--- src/lpht_pkg.sv ---
package lpht_pkg;

	localparam int LEN_W    = 7;
	localparam int SLOT_W   = 6;
	localparam int OP_W     = 2;
	localparam int KEY_IN_W = 32;
	localparam int VAL_W    = 32;
	localparam int STATUS_W = 3;
	localparam int MARK_W   = 2;

	localparam logic [OP_W-1:0] OP_STORE  = 2'd0;
	localparam logic [OP_W-1:0] OP_FIND   = 2'd1;
	localparam logic [OP_W-1:0] OP_REMOVE = 2'd2;

	localparam logic [MARK_W-1:0] MARK_EMPTY = 2'd0;
	localparam logic [MARK_W-1:0] MARK_USED  = 2'd1;
	localparam logic [MARK_W-1:0] MARK_TOMB  = 2'd2;

	localparam logic [STATUS_W-1:0] ST_STORED    = 3'd0;
	localparam logic [STATUS_W-1:0] ST_FOUND     = 3'd1;
	localparam logic [STATUS_W-1:0] ST_NOT_FOUND = 3'd2;
	localparam logic [STATUS_W-1:0] ST_DUPLICATE = 3'd3;
	localparam logic [STATUS_W-1:0] ST_OOB       = 3'd4;

	localparam logic [LEN_W-1:0] SLOTS_RESET = 7'd64;

	typedef enum logic [1:0] {
		PTR_HOLD,
		PTR_LOAD,
		PTR_INC,
		PTR_DEC
	} ptr_op_t;

	typedef struct packed {
		logic                load_item;
		ptr_op_t             ptr_op;
		logic                rd_en;
		logic                mark_we;
		logic                wr_below;
		logic [MARK_W-1:0]   mark_wdata;
		logic                kv_we;
		logic                res_load;
		logic [STATUS_W-1:0] res_status;
		logic                res_hit;
		logic                res_slot;
		logic                out_load;
	} lpht_cmd_t;

	typedef struct packed {
		logic [OP_W-1:0]   in_op;
		logic              in_home_oob;
		logic [OP_W-1:0]   op;
		logic [MARK_W-1:0] mark;
		logic              key_match;
		logic              next_oob;
		logic              ptr_zero;
		logic              out_free;
	} lpht_stat_t;

endpackage

--- src/lpht_ctrl.sv ---
module lpht_ctrl (
	input  logic                  clk,
	input  logic                  arst_n,
	input  logic                  item_valid,
	output logic                  item_ready,
	input  lpht_pkg::lpht_stat_t  stat,
	output lpht_pkg::lpht_cmd_t   cmd
);
	import lpht_pkg::*;

	typedef enum logic [2:0] {
		S_IDLE,
		S_CHECK,
		S_NEXT,
		S_DOWN,
		S_SWEEP,
		S_FIN
	} state_t;

	state_t state_q;
	state_t state_d;
	logic   op_valid;

	assign item_ready = (state_q == S_IDLE);
	assign op_valid   = (stat.in_op == OP_STORE) || (stat.in_op == OP_FIND) ||
		(stat.in_op == OP_REMOVE);

	always_comb begin
		state_d = state_q;
		cmd     = '0;
		unique case (state_q)
			S_IDLE: begin
				if (item_valid) begin
					cmd.load_item = 1'b1;
					cmd.ptr_op    = PTR_LOAD;
					priority if (!op_valid) begin
						cmd.res_load   = 1'b1;
						cmd.res_status = ST_NOT_FOUND;
						state_d        = S_FIN;
					end else if (stat.in_home_oob) begin
						cmd.res_load   = 1'b1;
						cmd.res_status = ST_OOB;
						state_d        = S_FIN;
					end else begin
						cmd.rd_en = 1'b1;
						state_d   = S_CHECK;
					end
				end
			end
			S_CHECK: begin
				priority if (stat.mark == MARK_EMPTY) begin
					cmd.res_load = 1'b1;
					if (stat.op == OP_STORE) begin
						cmd.mark_we    = 1'b1;
						cmd.mark_wdata = MARK_USED;
						cmd.kv_we      = 1'b1;
						cmd.res_status = ST_STORED;
						cmd.res_slot   = 1'b1;
					end else begin
						cmd.res_status = ST_NOT_FOUND;
					end
					state_d = S_FIN;
				end else if (stat.mark == MARK_USED && stat.key_match) begin
					cmd.res_load = 1'b1;
					cmd.res_slot = 1'b1;
					priority if (stat.op == OP_STORE) begin
						cmd.res_status = ST_DUPLICATE;
						state_d        = S_FIN;
					end else if (stat.op == OP_FIND) begin
						cmd.res_status = ST_FOUND;
						cmd.res_hit    = 1'b1;
						state_d        = S_FIN;
					end else begin
						cmd.res_status = ST_FOUND;
						cmd.res_hit    = 1'b1;
						// past the end counts as empty: clear and sweep down
						if (stat.next_oob) begin
							cmd.mark_we    = 1'b1;
							cmd.mark_wdata = MARK_EMPTY;
							state_d        = S_DOWN;
						end else begin
							cmd.ptr_op = PTR_INC;
							cmd.rd_en  = 1'b1;
							state_d    = S_NEXT;
						end
					end
				end else if (stat.next_oob) begin
					cmd.res_load   = 1'b1;
					cmd.res_status = ST_OOB;
					state_d        = S_FIN;
				end else begin
					cmd.ptr_op = PTR_INC;
					cmd.rd_en  = 1'b1;
				end
			end
			S_NEXT: begin
				// pointer sits on the slot after the match
				cmd.mark_we  = 1'b1;
				cmd.wr_below = 1'b1;
				if (stat.mark != MARK_EMPTY) begin
					cmd.mark_wdata = MARK_TOMB;
					state_d        = S_FIN;
				end else begin
					cmd.mark_wdata = MARK_EMPTY;
					cmd.ptr_op     = PTR_DEC;
					state_d        = S_DOWN;
				end
			end
			S_DOWN: begin
				if (stat.ptr_zero) begin
					state_d = S_FIN;
				end else begin
					cmd.ptr_op = PTR_DEC;
					cmd.rd_en  = 1'b1;
					state_d    = S_SWEEP;
				end
			end
			S_SWEEP: begin
				if (stat.mark == MARK_TOMB) begin
					cmd.mark_we    = 1'b1;
					cmd.mark_wdata = MARK_EMPTY;
					state_d        = S_DOWN;
				end else begin
					state_d = S_FIN;
				end
			end
			S_FIN: begin
				if (stat.out_free) begin
					cmd.out_load = 1'b1;
					state_d      = S_IDLE;
				end
			end
			default: state_d = S_IDLE;
		endcase
	end

	always_ff @(posedge clk or negedge arst_n) begin
		if (!arst_n) begin
			state_q <= S_IDLE;
		end else begin
			state_q <= state_d;
		end
	end

	a_read_before_use: assert property (@(posedge clk) disable iff (!arst_n)
		(state_q == S_CHECK || state_q == S_NEXT || state_q == S_SWEEP) |-> $past(cmd.rd_en))
		else $error("slot data used without a read");

	a_store_into_empty: assert property (@(posedge clk) disable iff (!arst_n)
		cmd.kv_we |-> (stat.op == OP_STORE && stat.mark == MARK_EMPTY))
		else $error("entry written outside a store into an empty slot");

	a_probe_in_bounds: assert property (@(posedge clk) disable iff (!arst_n)
		(cmd.rd_en && cmd.ptr_op == PTR_INC) |-> !stat.next_oob)
		else $error("probe past the active slots");

endmodule

--- config.mk ---
export PLATFORM = sky130hd
export DESIGN_NAME = lpht_ctrl
export DESIGN_NICKNAME = d
export VERILOG_FILES = /design/src/lpht_pkg.sv /design/src/lpht_ctrl.sv
export SDC_FILE = /design/constraint.sdc
export NUM_CORES = 1
export LEC_CHECK = 0
export BUFFER_PORTS_ARGS = -buffer_cell sky130_fd_sc_hd__buf_2
export CORE_AREA = 4 4 41 43
export CTS_BUF_LIST = sky130_fd_sc_hd__clkbuf_16
export CTS_CLUSTER_SIZE = 12
export DETAILED_ROUTE_END_ITERATION = 10
export DIE_AREA = 0 0 45 47
export MAX_ROUTING_LAYER = met4
export PLACE_DENSITY = 0.7
export SYNTH_ARGS = -nofsm -noshare
export SYNTH_HDL_FRONTEND = slang
export SYNTH_SLANG_ARGS = --single-unit
--- constraint.sdc ---
create_clock -name clk -period 2.4 [get_ports clk]
set_input_delay 0.24 -clock clk [delete_from_list [all_inputs] [get_ports clk]]
set_output_delay 0.24 -clock clk [all_outputs]
set_load 0.02 [all_outputs]
== Word-level counts from Yosys, hierarchy flattened ==
Cells that the tools add are included.

* Bits in registers: 3
* Latch bits: 0
* Memory bits (writable): 0
* Memory bits (read-only): 0
* Memories kept: 0

* Add/subtract/negate cells: 0
* Multiply operators: 0
* Divide/modulo/power cells: 0
* Magnitude comparators: 0
* Eq/ne operators: 13
* Shift-type cells: 0
* Multiplexer cells: 56
* Bitwise operators: 0
* Reductions and logical operators: 9

{| class="wikitable"
|+ Operators by type and width
! cell !! number
|-
| $mux W3 || 15
|-
| $mux W4 || 9
|-
| $mux W1 || 18
|-
| $pmux W3 S6 || 1
|-
| $mux W2 || 8
|-
| $pmux W2 S4 || 1
|-
| $pmux W4 S2 || 1
|-
| $eq A2 B1 Y1 const B || 3
|-
| $eq A3 B2 Y1 const B || 2
|-
| $eq A3 B3 Y1 const B || 2
|-
| $logic_not A2 Y1 || 3
|-
| $pmux W1 S3 || 2
|-
| $eq A2 B2 Y1 const B || 2
|-
| $ne A2 B2 Y1 const B || 2
|-
| $ne A4 B4 Y1 const B || 1
|-
| $pmux W2 S2 || 1
|-
| $eq A3 B1 Y1 const B || 1
|-
| $logic_not A3 Y1 || 1
|-
| $reduce_and A3 Y1 || 1
|-
| $logic_or A1 B1 Y1 || 2
|-
| $reduce_bool A2 Y1 || 1
|-
| $logic_and A1 B1 Y1 || 1
|}

== Depth between registers and ports, before layout ==
Gate-level depths: netlist of the first run.

* Depth after elaboration: 6
* Mapped depth: 7
* Gate-level depth less buffers: 5

== Least setup slack after synthesis of the first run ==
No wires, ideal clock.

* Kind: reg2out
* Start: register state_q[1]
* End: output cmd[11] in the netlist's numbering
* Arrival: 1,787 ps
* Required time: 2,160 ps
* Path slack: 373 ps
* Stages on the path, launching flop included: 8
* Buffers on the path: 2
* Cells stage by stage: dfrtp_1 > buf_6 > or3b_1 > buf_2 > or3_4 > inv_2 > a31oi_1 > o21ai_1

{| class="wikitable"
|+ RTL lines
! element !! line !! RTL
|-
| from (decl) || lpht_ctrl.sv:20 || <nowiki>state_t state_q;</nowiki>
|-
| from (signal assigned) || lpht_ctrl.sv:141 || <nowiki>state_q <= state_d;</nowiki>
|-
| to (decl) || lpht_ctrl.sv:7 || <nowiki>output lpht_pkg::lpht_cmd_t cmd</nowiki>
|}

==> results.py, run 1 <==
metrics = {
    "status": {
        "outcome": "finished clean",
    },
    "placement": {
        "io_buffer_count": 30,
        "place_hpwl_um": 1160,
        "gp_congestion": 0.828,
        "pre_cts_ws_ns": 0.498,
    },
    "min_path": {
        "hold_class": "in -> reg",
    },
    "power": {
        "power_density_nw_per_um2": 1140,
        "leakagePower_nw": 0.403,
        "peakVddDrop_mv": 0.680,
    },
    "clock_tree": {
        "cts_buffers": 3,
        "cts_buffer_depth": 2,
        "path_clk_slew_ns": 0.03,
        "cts_sinks": 3,
        "cts_tree": "done",
        "cts_root_buf": "clkbuf_16",
        "cts_setup_buffers": 0,
        "htreeDepth": 1,
        "cts_resized": 0,
        "clk_latency_ns": 0.22,
    },
    "final_layout": {
        "n_fill_cell": 122,
        "mostFrequentLayoutCells": "buf_2, nor2_1, a21oi_1, nand2_1, inv_1",
        "final_common_cell": "buf_2",
        "largest_register_ffs": 3,
        "layout.nets": 125,
        "top_regs": "state_q (3)",
        "regMostFlops": "state_q",
        "area_delta_synth_final_pct": 49.3,
        "insertedDiodeCount": 0,
        "drive_gt1_share_pct": 36.4,
    },
    "critical_path": {
        "timing.rr.start": "state_q[1]$_DFFE_PN0P_",
        "path_delay_family": "simple AND/OR/NAND/NOR gates",
        "path_max_fanout": 7,
        "crit_path_cell_trace": "or3b_1, or3_4, inv_2, a31oi_1, o21ai_1, buf_2",
        "crit_start": "state_q[1]$_DFFE_PN0P_",
        "arrival_ns": 1.90,
        "cp_slowest_cell": "or3b_1",
        "worst-setup-path-type": "reg -> out",
        "r2r_end": "state_q[1]$_DFFE_PN0P_",
        "cp_num_buf_inv": 2,
        "r2r_setup_slack_ns": 0.84,
        "endpoint": "cmd[11]",
        "crit_cells": 6,
        "cp_data_required_time_ns": 2.16,
        "slowest_delay_ns": 0.50,
        "r2r_cells": 3,
        "worstSetupStartpointType": "flop",
        "setup.worst_path.end_class": "output pin",
    },
    "route": {
        "avgViaCountPerCell": 5.51,
        "dr.pass1.iters": 4,
        "totalWireLength_um": 1530,
        "drtIter0Drc": 16,
        "ant_nets": 0,
        "vias": 689,
        "wl_per_cell_um": 12.2,
        "drc": 0,
    },
    "floorplanning": {
        "core.rowCount": 13,
        "die_h_um": 47,
        "die_w_um": 45,
        "num_io_pins": 31,
        "coreArea_um2": 1300,
        "start_util_pct": 38.8,
        "die_area_um2": 2120,
    },
    "sta": {
        "hold-worst-slack_ns": 0.251,
        "timing.final.crit_share_pct": 89.1,
        "rsz0062_at_grt": "false",
        "period_minus_slack_ns": 2.14,
        "tightestPinTransition_ns": 0.325,
        "setup_violations": 0,
        "slew_violations": 0,
        "hold_violations": 0,
        "skew_ns": 0.00247,
        "max_freq_ghz": 0.468,
        "fin_ws_ns": 0.263,
        "tns_ns": 0,
        "max_slew_margin_pct": 78.3,
    },
    "global_route": {
        "grt_pass1_wl_um": 2480,
        "grt_use_met3_pct": 3.83,
        "grt_use_met2_pct": 22.3,
        "use_met1_pct": 22.6,
        "grt_max_degree": 18,
        "gr-total-overflow": 0,
        "track_usage_pct": 15.9,
        "antenna_found_initial": 0,
        "grt_pass1_vias": 577,
        "busiest_layer": "met1",
    },
    "yosys": {
        "synth_nets": 92,
        "yosysWarnings": 0,
        "synth_top_area_share_pct": 14.9,
        "ys_types": 33,
        "netlist_instances": 78,
        "ys_seq_area_share_pct": 14.9,
        "syn_area_per_cell_um2": 6.48,
        "synthTopCellsByArea": "dfrtp_1, nor2_1, a21oi_1",
        "yosys.area.top_type": "dfrtp_1",
        "syn-cell-area_um2": 505,
        "synth-seq-cells": 3,
    },
    "job": {
        "maxCapViolCount": 0,
    },
}
## stage by stage
stage	utilization, %	cells	power, W	instance area, µm²
floorplan	-	78	0.000460	505
global placement	51.2	120	0.000600	666
detailed placement	51.2	120	0.000602	666
CTS	58.0	125	0.000866	754
global route	58.0	125	0.000927	754
finish	58.0	125	0.000864	754
## repair_timing
item / 4_1_cts / 5_1_grt
hold buffers: 1 / 0
endpoints found under the hold margin: 3 / 0
setup endpoints to repair: 0 / 0
## cell families after synthesis
group	Yosys count	synth area share, %
multiplexers	1	2.23
AND/OR/NAND/NOR	35	36.6
flip-flops	3	14.9
AO/OA/AOI/OAI	28	36.4
buffers and inverters	11	9.90
## per-layer routing
metal,share of wire [%],wire (µm),vias to the layer above
met5,0,0,-
met4,0.79,12,0
met1,45,695,311
met3,8.6,132,2
met2,45,687,27
li1,-,-,349
## synthesized netlist by cell type
| master | count |
|---|---|
| a211oi_1 | 2 |
| a21oi_1 | 7 |
| a31oi_1 | 2 |
| a32o_1 | 1 |
| and3_1 | 3 |
| and4b_1 | 1 |
| buf_2 | 1 |
| buf_6 | 1 |
| clkbuf_1 | 4 |
| dfrtp_1 | 3 |
| inv_1 | 4 |
| inv_2 | 1 |
| mux2_2 | 1 |
| nand2_1 | 6 |
| nand2b_1 | 3 |
| nor2_1 | 11 |
| nor2b_1 | 1 |
| nor3_1 | 4 |
| nor3b_1 | 1 |
| o21a_1 | 1 |
| o21ai_0 | 4 |
| o21ai_1 | 1 |
| o21bai_1 | 3 |
| o221ai_1 | 1 |
| o22ai_1 | 2 |
| o311ai_0 | 1 |
| o31a_1 | 1 |
| o32ai_1 | 2 |
| or2_2 | 1 |
| or3_1 | 1 |
| or3_4 | 1 |
| or3b_1 | 1 |
| or4_1 | 1 |
## final cells by class
class	instances	area, µm²	share of cell area (%)
clock inverters	1	3.75	0.498
multi-input cells	64	380	50.4
flip-flops and latches	3	75.1	9.95
clock buffers	3	75.1	9.95
repair buffers	34	183	24.2
well taps	15	18.8	2.49
inverters	5	18.8	2.49
## how the worst min path moves through the flow
stage,from,endpoint,slack [ns],cells past startpoint
final,stat[0],state_q[2]$_DFFE_PN0P_,0.25,2
after global routing,stat[0],state_q[2]$_DFFE_PN0P_,0.27,2
after CTS,stat[0],state_q[2]$_DFFE_PN0P_,0.25,2
after detailed placement,arst_n,state_q[2]$_DFFE_PN0P_,0.04,1
after global placement,arst_n,state_q[1]$_DFFE_PN0P_,0.04,1
after floorplan,arst_n,state_q[0]$_DFFE_PN0P_,-0.06,0
## power by group
group	total (W)	switching [W]	internal (W)
Combinational	0.000524	0.000324	0.000200
Sequential	0.0000805	0.00000838	0.0000721
Clock	0.000259	0.0000441	0.000215
Total	0.000864	0.000377	0.000487
Power figures use the tool's default switching activity.
==> run 2, diff against run 1 <==
- BUFFER_PORTS_ARGS: -buffer_cell sky130_fd_sc_hd__buf_2 -> unset
- DONT_BUFFER_PORTS: unset -> 1
- PLACE_DENSITY: 0.7 -> 0.5
==> results.py, run 2 (synthesized netlist as in run 1, its figures left out) <==
metrics = {
    "status": {
        "outcome": "finished clean",
    },
    "job": {
        "maxCapViolCount": 0,
    },
    "critical_path": {
        "r2r_setup_slack_ns": 0.82,
        "setup.worst_path.end_class": "output pin",
        "cp_num_buf_inv": 1,
        "timing.rr.start": "state_q[1]$_DFFE_PN0P_",
        "path_max_fanout": 7,
        "worst-setup-path-type": "reg -> out",
        "path_delay_family": "simple AND/OR/NAND/NOR gates",
        "r2r_cells": 3,
        "worstSetupStartpointType": "flop",
        "cp_data_required_time_ns": 2.16,
        "cp_slowest_cell": "or3b_1",
        "slowest_delay_ns": 0.50,
        "arrival_ns": 2.00,
        "r2r_end": "state_q[1]$_DFFE_PN0P_",
        "crit_path_cell_trace": "or3b_1, or3_4, inv_2, a31oi_1, o21ai_1",
    },
    "final_layout": {
        "final_util_pct": 48.8,
        "layout.nets": 99,
        "regMostFlops": "state_q",
        "insertedDiodeCount": 0,
        "mostFrequentLayoutCells": "nor2_1, a21oi_1, buf_4, nand2_1, inv_1",
        "stdcell_count": 99,
        "drive_gt1_share_pct": 16.7,
        "largest_register_ffs": 3,
        "area_delta_synth_final_pct": 25.5,
        "final_common_cell": "nor2_1",
        "top_regs": "state_q (3)",
        "n_fill_cell": 146,
    },
    "floorplanning": {
        "num_io_pins": 31,
        "die_h_um": 47,
        "start_util_pct": 38.8,
        "die_area_um2": 2120,
        "die_w_um": 45,
        "coreArea_um2": 1300,
        "core.rowCount": 13,
    },
    "route": {
        "wl_met3_um": 168,
        "totalWireLength_um": 1560,
        "avgViaCountPerCell": 6.18,
        "met1Wirelength_um": 669,
        "dr.max_layer_used": "met3",
        "dr_wl_met2_um": 725,
        "dr.pass1.iters": 4,
        "wl_per_cell_um": 15.8,
        "drtIter0Drc": 16,
        "vias": 612,
        "ant_nets": 0,
        "drc": 0,
    },
    "clock_tree": {
        "htreeDepth": 1,
        "cts_sinks": 3,
        "clk_latency_ns": 0.22,
        "cts_buffers": 3,
        "cts_buffer_depth": 2,
        "cts_tree": "done",
        "path_clk_slew_ns": 0.03,
        "cts_root_buf": "clkbuf_16",
    },
    "sta": {
        "setup_violations": 0,
        "tightestPinTransition_ns": 0.628,
        "tns_ns": 0,
        "rsz0062_at_grt": "false",
        "skew_ns": 0.000342,
        "slew_violations": 0,
        "hold_violations": 0,
        "period_minus_slack_ns": 2.24,
        "timing.final.crit_share_pct": 93.5,
        "max_slew_margin_pct": 57.8,
        "max_freq_ghz": 0.446,
        "fin_ws_ns": 0.156,
    },
    "placement": {
        "io_buffer_count": 0,
        "gp_congestion": 0.791,
        "placed_cells": 94,
        "place_hpwl_um": 1190,
        "pre_cts_ws_ns": 0.398,
    },
    "global_route": {
        "grt_pass1_wl_um": 2380,
        "track_usage_pct": 16.0,
        "gr-total-overflow": 0,
        "grt_max_degree": 18,
        "antenna_found_initial": 0,
        "grt_pass1_vias": 569,
    },
    "min_path": {
        "hold_class": "in -> reg",
        "min_from": "stat[0]",
        "hold_depth": 1,
        "min_delay_worst_endpoint": "state_q[2]$_DFFE_PN0P_",
    },
    "power": {
        "total_power_w": 0.000833,
        "power_frac_comb_pct": 58.9,
        "power_frac_seq_pct": 9.7,
        "peakVddDrop_mv": 0.489,
        "leakagePower_nw": 0.284,
        "clockPowerShare_pct": 31.5,
        "p_switching_w": 0.000367,
        "power_density_nw_per_um2": 1310,
        "switching_share_pct": 44.1,
        "p_int_w": 0.000466,
    },
}
-- run 2: cell count changes in the layout (fill, tap and decap cells not counted) --
| cell | before | now |
|---|---|---|
| buf_4 | 3 | 7 |
| buf_2 | 30 | 0 |
-- run 2: area by class of cell --
| cell class | count | area, µm² | share of cell area [%] |
|---|---|---|---|
| clock buffer | 3 | 75.1 | 11.8 |
| clock inverter | 1 | 3.75 | 0.592 |
| inverter | 5 | 18.8 | 2.96 |
| tap | 15 | 18.8 | 2.96 |
| timing repair buffer | 8 | 62.6 | 9.86 |
| multi-input combinational | 64 | 380 | 60.0 |
| sequential | 3 | 75.1 | 11.8 |
-- run 2: what timing repair did --
item / in CTS / in global routing
hold buffers: 1 / 0
endpoints found under the hold margin: 3 / 0
setup buffers: 0 / 0
resized for setup: 0 / 0
-- run 2: worst register-to-register path, cell delays in order (launching register included) --
cell	delay [ns]
dfrtp_1	0.37
or3b_1	0.50
or3_4	0.43
o32ai_1	0.16
-- run 2: layer usage --
metal	track usage, %	vias to the layer above
met2	24.6	29
met5	-	-
met4	5.26	0
li1	-	302
met1	19.1	281
met3	6.13	0
-- run 2: power groups by stage --
stage	logic [W]	registers [W]	clock network [W]
detailed placement	0.000489	0.0000810	0
CTS	0.000492	0.0000802	0.000264
floorplan	0.000371	0.0000895	0
global route	0.000539	0.0000849	0.000270
global placement	0.000487	0.0000796	0
finish	0.000490	0.0000807	0.000262
-- run 2: worst max path at each step --
stage	endpoint	cells after the start	from	slack, ns
floorplan	cmd[11]	7	state_q[1]$_DFFE_PN0P_	0.37
global placement	cmd[11]	5	state_q[1]$_DFFE_PN0P_	0.41
detailed placement	cmd[11]	5	state_q[1]$_DFFE_PN0P_	0.40
CTS	cmd[11]	5	state_q[1]$_DFFE_PN0P_	0.16
global route	cmd[11]	5	state_q[1]$_DFFE_PN0P_	0.08
finish	cmd[11]	5	state_q[1]$_DFFE_PN0P_	0.16
-- run 2: stage by stage --
stage	hold slack, ns	instance area [µm²]
2_1_floorplan	-0.0556	505
3_3_place_gp	-0.0555	546
3_5_place_dp	-0.0555	546
4_1_cts	0.137	634
5_1_grt	0.142	634
6_report	0.133	634
==> run 3, diff against run 2 <==
- GPL_TIMING_DRIVEN: unset -> 0
==> results.py, run 3 (synthesized netlist as in run 1, its figures left out) <==
metrics = {
    "critical_path": {
        "arrival_ns": 2.01,
        "crit_start": "state_q[1]$_DFFE_PN0P_",
        "cp_num_buf_inv": 3,
        "r2r_cells": 5,
        "cp_data_required_time_ns": 2.16,
        "path_delay_family": "simple AND/OR/NAND/NOR gates",
        "crit_path_cell_trace": "buf_6, or3b_1, buf_2, or3_4, inv_2, a31oi_1, o21ai_2",
        "worstSetupStartpointType": "flop",
        "cp_slowest_cell": "or3_4",
        "worst-setup-path-type": "reg -> out",
        "r2r_setup_slack_ns": 0.75,
        "setup.worst_path.end_class": "output pin",
        "slowest_delay_ns": 0.39,
        "path_max_fanout": 9,
        "timing.rr.start": "state_q[1]$_DFFE_PN0P_",
        "r2r_end": "state_q[2]$_DFFE_PN0P_",
    },
    "global_route": {
        "track_usage_pct": 16.4,
        "grt_pass1_wl_um": 2440,
        "grt_max_degree": 11,
        "antenna_found_initial": 0,
        "grt_pass1_vias": 584,
        "gr-total-overflow": 0,
    },
    "route": {
        "drc": 0,
        "avgViaCountPerCell": 6.08,
        "wl_per_cell_um": 15.4,
        "drtIter0Drc": 7,
        "totalWireLength_um": 1510,
        "ant_nets": 0,
        "vias": 596,
        "dr.pass1.iters": 2,
    },
    "power": {
        "total_power_w": 0.000807,
        "peakVddDrop_mv": 0.462,
        "power_density_nw_per_um2": 1300,
        "leakagePower_nw": 0.265,
    },
    "final_layout": {
        "drive_gt1_share_pct": 13.3,
        "area_delta_synth_final_pct": 23.0,
        "regMostFlops": "state_q",
        "insertedDiodeCount": 0,
        "layout.nets": 98,
        "top_regs": "state_q (3)",
        "largest_register_ffs": 3,
        "mostFrequentLayoutCells": "nor2_1, a21oi_1, nand2_1, inv_1",
        "final_common_cell": "nor2_1",
        "final_design_area_no_fill_um2": 622,
    },
    "sta": {
        "skew_ns": 0.000660,
        "max_freq_ghz": 0.445,
        "hold_violations": 0,
        "period_minus_slack_ns": 2.25,
        "tns_ns": 0,
        "slew_violations": 0,
        "tightestPinTransition_ns": 0.730,
        "setup_violations": 0,
        "rsz0062_at_grt": "false",
        "hold-worst-slack_ns": 0.127,
        "timing.final.crit_share_pct": 93.7,
        "max_slew_margin_pct": 51.0,
    },
    "min_path": {
        "hold_class": "in -> reg",
        "min_delay_worst_endpoint": "state_q[1]$_DFFE_PN0P_",
        "min_from": "stat[4]",
        "hold_depth": 1,
    },
    "placement": {
        "place_hpwl_um": 1210,
        "placed_area_um2": 524,
        "io_buffer_count": 0,
        "gp_congestion": 0.813,
    },
    "clock_tree": {
        "clk_latency_ns": 0.22,
        "cts_root_buf": "clkbuf_16",
        "cts_buffers": 3,
        "path_clk_slew_ns": 0.03,
        "cts_buffer_depth": 2,
        "cts_setup_buffers": 0,
        "cts_tree": "done",
        "cts_sinks": 3,
        "htreeDepth": 1,
    },
    "floorplanning": {
        "core.rowCount": 13,
        "die_h_um": 47,
        "start_util_pct": 38.8,
        "num_io_pins": 31,
        "die_area_um2": 2120,
        "coreArea_um2": 1300,
        "die_w_um": 45,
    },
    "job": {
        "maxCapViolCount": 0,
    },
    "status": {
        "outcome": "finished clean",
    },
}
-- run 3: what timing repair did --
action                                 CTS  global route
endpoints found under the hold margin    3             0
gates resized for setup                  0             2
setup endpoints to repair                0             2
hold buffers                             1             0
-- run 3: power by group --
part / leakage [nW] / internal [W] / switching [W]
combinational: 0.186 / 0.000148 / 0.000299
sequential: 0.0371 / 0.0000722 / 0.0000264
clock: 0.0423 / 0.000215 / 0.0000469
total: 0.265 / 0.000435 / 0.000372
-- run 3: through the flow --
step	util (%)	instances	worst slack (ns)
5_1_grt	47.8	98	0.0546
3_5_place_dp	40.3	93	0.280
3_3_place_gp	40.3	93	0.275
6_report	47.8	98	0.152
2_1_floorplan	-	78	0.373
4_1_cts	47.1	98	0.0196
-- run 3: routing by layer --
layer / track usage [%] / part of all wire (%) / vias to the layer above
met4: 8.77 / 0.53 / 0
met2: 25.7 / 46 / 21
met1: 19.5 / 46 / 273
met3: 3.83 / 7.5 / 2
met5: - / 0 / -
li1: - / - / 300
-- run 3: cell type report --
class | count | area, µm²
multi-input cells | 64 | 389
flip-flops and latches | 3 | 75.1
repair buffers | 1 | 10.0
clock buffers | 3 | 75.1
inverters | 5 | 18.8
fillers | 144 | 679
well taps | 15 | 18.8
plain buffers | 6 | 31.3
clock inverters | 1 | 3.75
-- run 3: worst max-delay path by stage --
stage / to / depth (start not counted) / slack (ns)
floorplan: cmd[11] / 7 / 0.37
global placement: cmd[5] / 5 / 0.27
detailed placement: cmd[5] / 5 / 0.28
CTS: cmd[5] / 5 / 0.02
global route: cmd[11] / 7 / 0.05
finish: cmd[11] / 7 / 0.15
